File: config.mk
export PLATFORM = sky130hd
export DESIGN_NAME = bfa_ram
export DESIGN_NICKNAME = d
export VERILOG_FILES = /design/src/hdl/bfa_ram.sv
export SDC_FILE = /design/constraint.sdc
export NUM_CORES = 2
export LEC_CHECK = 0
export ABC_AREA = 1
export BUFFER_PORTS_ARGS = -buffer_cell sky130_fd_sc_hd__buf_2
export CAP_MARGIN = 10
export CORE_ASPECT_RATIO = 0.7
export CORE_UTILIZATION = 35
export DETAILED_ROUTE_END_ITERATION = 6
export PLACE_DENSITY = 0.61
export SLEW_MARGIN = 20
export SYNTH_ARGS = -nofsm -noshare
export SYNTH_HDL_FRONTEND = slang
export SYNTH_SLANG_ARGS = --single-unit
File: constraint.sdc
create_clock -name clk -period 7.42 [get_ports clk]
set_clock_uncertainty 0.05 [all_clocks]
set_input_delay 0.742 -clock clk [delete_from_list [all_inputs] [get_ports clk]]
set_output_delay 0.742 -clock clk [all_outputs]
set_load 0.01 [all_outputs]
File: src/hdl/bfa_ram.sv
// Generic simple dual-port RAM: one write port, one read port, registered read.
// Holds the frame bitmap words; no dependencies.
module bfa_ram #(
  parameter int WIDTH = 32,
  parameter int DEPTH = 128
) (
  input  logic                                    clk,
  input  logic                                    we,
  input  logic [(DEPTH > 1 ? $clog2(DEPTH) : 1)-1:0] waddr,
  input  logic [WIDTH-1:0]                        wdata,
  input  logic [(DEPTH > 1 ? $clog2(DEPTH) : 1)-1:0] raddr,
  output logic [WIDTH-1:0]                        rdata
);

  logic [WIDTH-1:0] mem [DEPTH];

  always_ff @(posedge clk) begin
    if (we) begin
      mem[waddr] <= wdata;
    end
    rdata <= mem[raddr];
  end

endmodule

# Yosys cells after proc, flatten, opt, wreduce, memory -nomap -nowiden
# Memory sizes are Yosys's and may differ from the RTL's. A register that Yosys moved wholly into a read port is not among the register bits.
# Cells that the tools add are included.
[classes]
muxes = 2
[ops]
columns = ["operator", "n"]
rows = [
  ["1-bit 2-to-1 mux", 2],
]
[word_totals]
ff_bits = 0
ram_bits = 4096
inputBits = 48
out_inout_bits = 32
word_cells = 3
memories = 1
[memory_table]
columns = ["memory", "words", "word_bits", "rd", "rd_ports_with_merged_regs", "wr", "line", "source"]
rows = [
  ["mem", 128, 32, 1, 1, 1, "15", "logic [WIDTH-1:0] mem [DEPTH];"],
]

# Longest topological paths before layout
[logic_depth]
depth_word = 2
ltp_mapped = 13
ltp_nobuf = 9

# Worst setup path before layout
# No wires, ideal clock.
[synth_path]
path_type = "in2reg"
startpoint = "input we"
endpoint = "memory mem[105][0], enable pin"
t_arrival_ns = 2.719
t_required_ns = 6.949
slack_ns = 4.230
cell_stages = 4
path_cell_list = "clkbuf_1 -> nand2_1 -> clkbuf_1 -> nor2_1"
[synth_via]
elab_chain_cells = 2
[synth_lines]
columns = ["item", "line", "source"]
rows = [
  ["from (decl)", "8", "input logic we,"],
  ["1-bit 2-to-1 mux", "18", "if (we) begin"],
  ["1-bit 2-to-1 mux (implied by the code)", "19", "mem[waddr] <= wdata;"],
  ["to (decl)", "15", ""],
]
# Every way passes these cells.

==> impl_metrics.py <==
metrics = {
    "worst_setup_path": {
        "regToRegSetupSlack_ns": 4.84,
        "crit_path_top_delay_cell": "buf_4",
        "reg2reg_depth": 8,
        "r2r_start": "mem[71][11]",
        "cp.arrival_ns": 4.82,
        "worstPathCellList": "buf_12 -> buf_4 -> buf_4 -> nand2_1 -> nand3_1 -> nand3_1 -> nand3_1 -> nand3_1 -> nand3_1 -> nand3_1 -> nand2_1",
        "path_max_fanout": 141,
        "rr_endpoint": "rdata[11]",
        "criticalPathCategory": "primary input to flip-flop",
        "worstSetupEndpointType": "flip-flop",
        "crit_path_frequent_cell": "nand3_1",
        "start_kind": "primary input",
        "critical_path.max_stage_delay_ns": 0.80,
        "required_ns": 8.19,
    },
    "clock_tree": {
        "clk-insertion-delay-late_ns": 0.98,
        "cts_hold_buf": 0,
        "cts_root_buf": "clkbuf_16",
        "postCtsSetupBuffers": 0,
        "clk_pin_slew_worst_paths_ns": 0.06,
        "cts_tree": "yes",
        "htree_levels": 5,
        "cts_buffer_depth": 4,
        "cts_buffers": 385,
        "cts_resized": 0,
        "cts_sinks": 4128,
    },
    "placement": {
        "dp.cells": 19107,
        "numPortBuffers": 79,
        "dp_slack_ns": 2.56,
        "gp_congestion": 0.841,
        "dp_hpwl_um": 271000,
    },
    "logic_synthesis": {
        "synth_cells": 13389,
        "ys_ff_latch": 4128,
        "synth_cell_types": 15,
        "synth_common_cells": "nand2_1 (4151), edfxtp_1 (4096), nand3_1 (4035)",
        "synthFlopType": "edfxtp_1",
        "synth-async-reset-ratio_pct": 0,
        "yosysTopAreaCell": "edfxtp_1",
        "synth.net_count": 13437,
        "synth_edf_count": 4096,
        "yosysWarnings": 0,
        "avgSynthCellArea_um2": 12.3,
        "synthTopCellsByArea": "edfxtp_1 (75%), nand3_1 (12%), nand2_1 (9.5%)",
        "synth.top_cell.area_share_pct": 74.7,
        "ys_seq_area_share_pct": 75.1,
        "yosysMostFrequentCell": "nand2_1",
        "syn_area_um2": 165000,
    },
    "timing": {
        "fin_crit_ns": 4.05,
        "setup_tns_ns": 0,
        "slew_headroom_pct": 17.7,
        "timing.fmax_ghz": 0.247,
        "final-setup-viol-count": 0,
        "worst_pin_slew_ns": 1.23,
        "fin_ws_ns": 3.37,
        "finalMaxSlewViolations": 0,
        "hold_viol_final": 0,
        "period_share_pct": 54.6,
        "grt_setup_unrepaired": "no",
    },
    "finish": {
        "fin_util_pct": 39.4,
        "fin_cells": 19815,
        "finalNetCount": 13290,
        "area_growth_pct": 12.0,
        "fillers": 43459,
        "drive_gt1_share_pct": 7.68,
    },
    "floorplan": {
        "ios": 80,
        "rows": 210,
        "start_util_pct": 35.2,
        "die_w_um": 822,
        "core-area_um2": 468000,
        "die_area_um2": 473000,
        "die-height_um": 576,
    },
    "drt": {
        "route.vias.total": 108279,
        "routedWlPerCell_um": 26.2,
        "drtPass1Iterations": 6,
        "drtIter0Drc": 16117,
        "routed_wl_um": 519000,
        "drc": 0,
        "via_per_inst": 5.46,
        "ant_nets": 0,
    },
    "global_route": {
        "antenna_found_initial": 44,
        "grt_pass1_vias": 99630,
        "grtUsageTotal_pct": 21.2,
        "grt_pass1_wl_um": 738000,
        "grt_max_degree": 194,
        "grt-ovfl-total": 0,
    },
    "flow_run": {
        "maxCapViolations": 0,
    },
    "outcome": {
        "outcome": "finished clean",
    },
    "power_and_ir_drop": {
        "p_switching_w": 0.0112,
        "swShare_pct": 23.2,
        "power_frac_comb_pct": 6.4,
        "power_frac_clock_pct": 40.2,
        "internal_power_w": 0.0372,
        "power.leakage_nw": 62.6,
        "power.density_nw_per_um2": 262,
        "vdd_ir_drop_max_mv": 0.187,
        "seqPwrFrac_pct": 53.4,
    },
    "worst_hold_path": {
        "holdPathEnd": "mem[57][23]",
        "hold_depth": 1,
        "hold_path.class": "primary input to flip-flop",
        "worstHoldStart": "wdata[23]",
    },
}
cell usage in the layout, fill, tap and decap left out:
master      netlist  final
diode_2           0     15
nand2_2           0      8
buf_16            0      1
inv_2             2      1
clkinv_4          0      3
nor2_4            0    128
nand2_1        4151   4143
edfxtp_1       4096   4096
inv_6             0      5
inv_16            0      4
inv_1            20     18
clkinv_1          0     86
nor2_1          134      6
buf_8             1      3
dfxtp_1          32     32
clkinvlp_4        0     11
buf_4            86    283
inv_8             0      2
nor3_1            8      8
clkbuf_8          0      1
buf_12            0     44
buf_6            11      3
nand3_1        4035   4035
clkbuf_1        109     81
clkbuf_16         0    394
buf_2           602     41
clkinv_2          0     74
clkinv_16         0      1
clkinv_8          0      4
bufinv_16         0     30
power groups by stage:
stage	Sequential [W]	Clock (W)	Combinational [W]
4_1_cts	0.0258	0.0196	0.00303
5_1_grt	0.0258	0.0205	0.00329
6_report	0.0258	0.0195	0.00309
2_1_floorplan	0.0263	0	0.00155
3_3_place_gp	0.0263	0	0.00301
3_5_place_dp	0.0263	0	0.00302
per-stage QoR:
step	hold WS, ns	area, um2	total power, W
final	0.241	184000	0.0484
after global routing	0.244	184000	0.0496
after CTS	0.237	184000	0.0485
after detailed placement	0.811	172000	0.0294
after global placement	0.804	172000	0.0293
after floorplan	0.704	165000	0.0278
sequential cells by signal, indices dropped and copies added (netlist names):
name,cells
rdata,32
mem,4096
worst max path at each step:
stage	startpoint	end	depth (start not counted)
global placement	raddr[0]	rdata[8]	11
CTS	raddr[0]	rdata[8]	11
detailed placement	raddr[0]	rdata[8]	11
floorplan	we	mem[105][0]	4
global route	raddr[0]	rdata[8]	11
finish	raddr[0]	rdata[8]	11
final cells by class:
class	instances	area (um2)	area share, %
inverter	24	143	0.0774
antenna	15	37.5	0.0204
timing repair buffer	375	3320	1.80
sequential	4128	124000	67.1
clock buffer	476	10200	5.52
clock inverter	215	1870	1.02
tap	6254	7830	4.25
multi-input combinational	8328	37300	20.2
metal layers:
| metal | GRT usage (%) | up-vias | routed length, um |
|---|---|---|---|
| met5 | 0 | - | 55 |
| met4 | 5.99 | 8 | 15300 |
| met3 | 5.57 | 767 | 66100 |
| met2 | 30.7 | 6369 | 222000 |
| met1 | 31.2 | 53471 | 216000 |
| li1 | - | 47664 | - |
critical path, delay by kind of cell:
kind / cells / cell delay, ns
buffers and inverters: 3 / 1.94
and+or+nand+nor: 8 / 1.86
cell families after synthesis:
kind of cell	Yosys count	share of synthesized area [%]
simple gates	8328	22.1
buf+inv	933	2.84
flops	4128	75.1
Power figures use the tool's default switching activity.
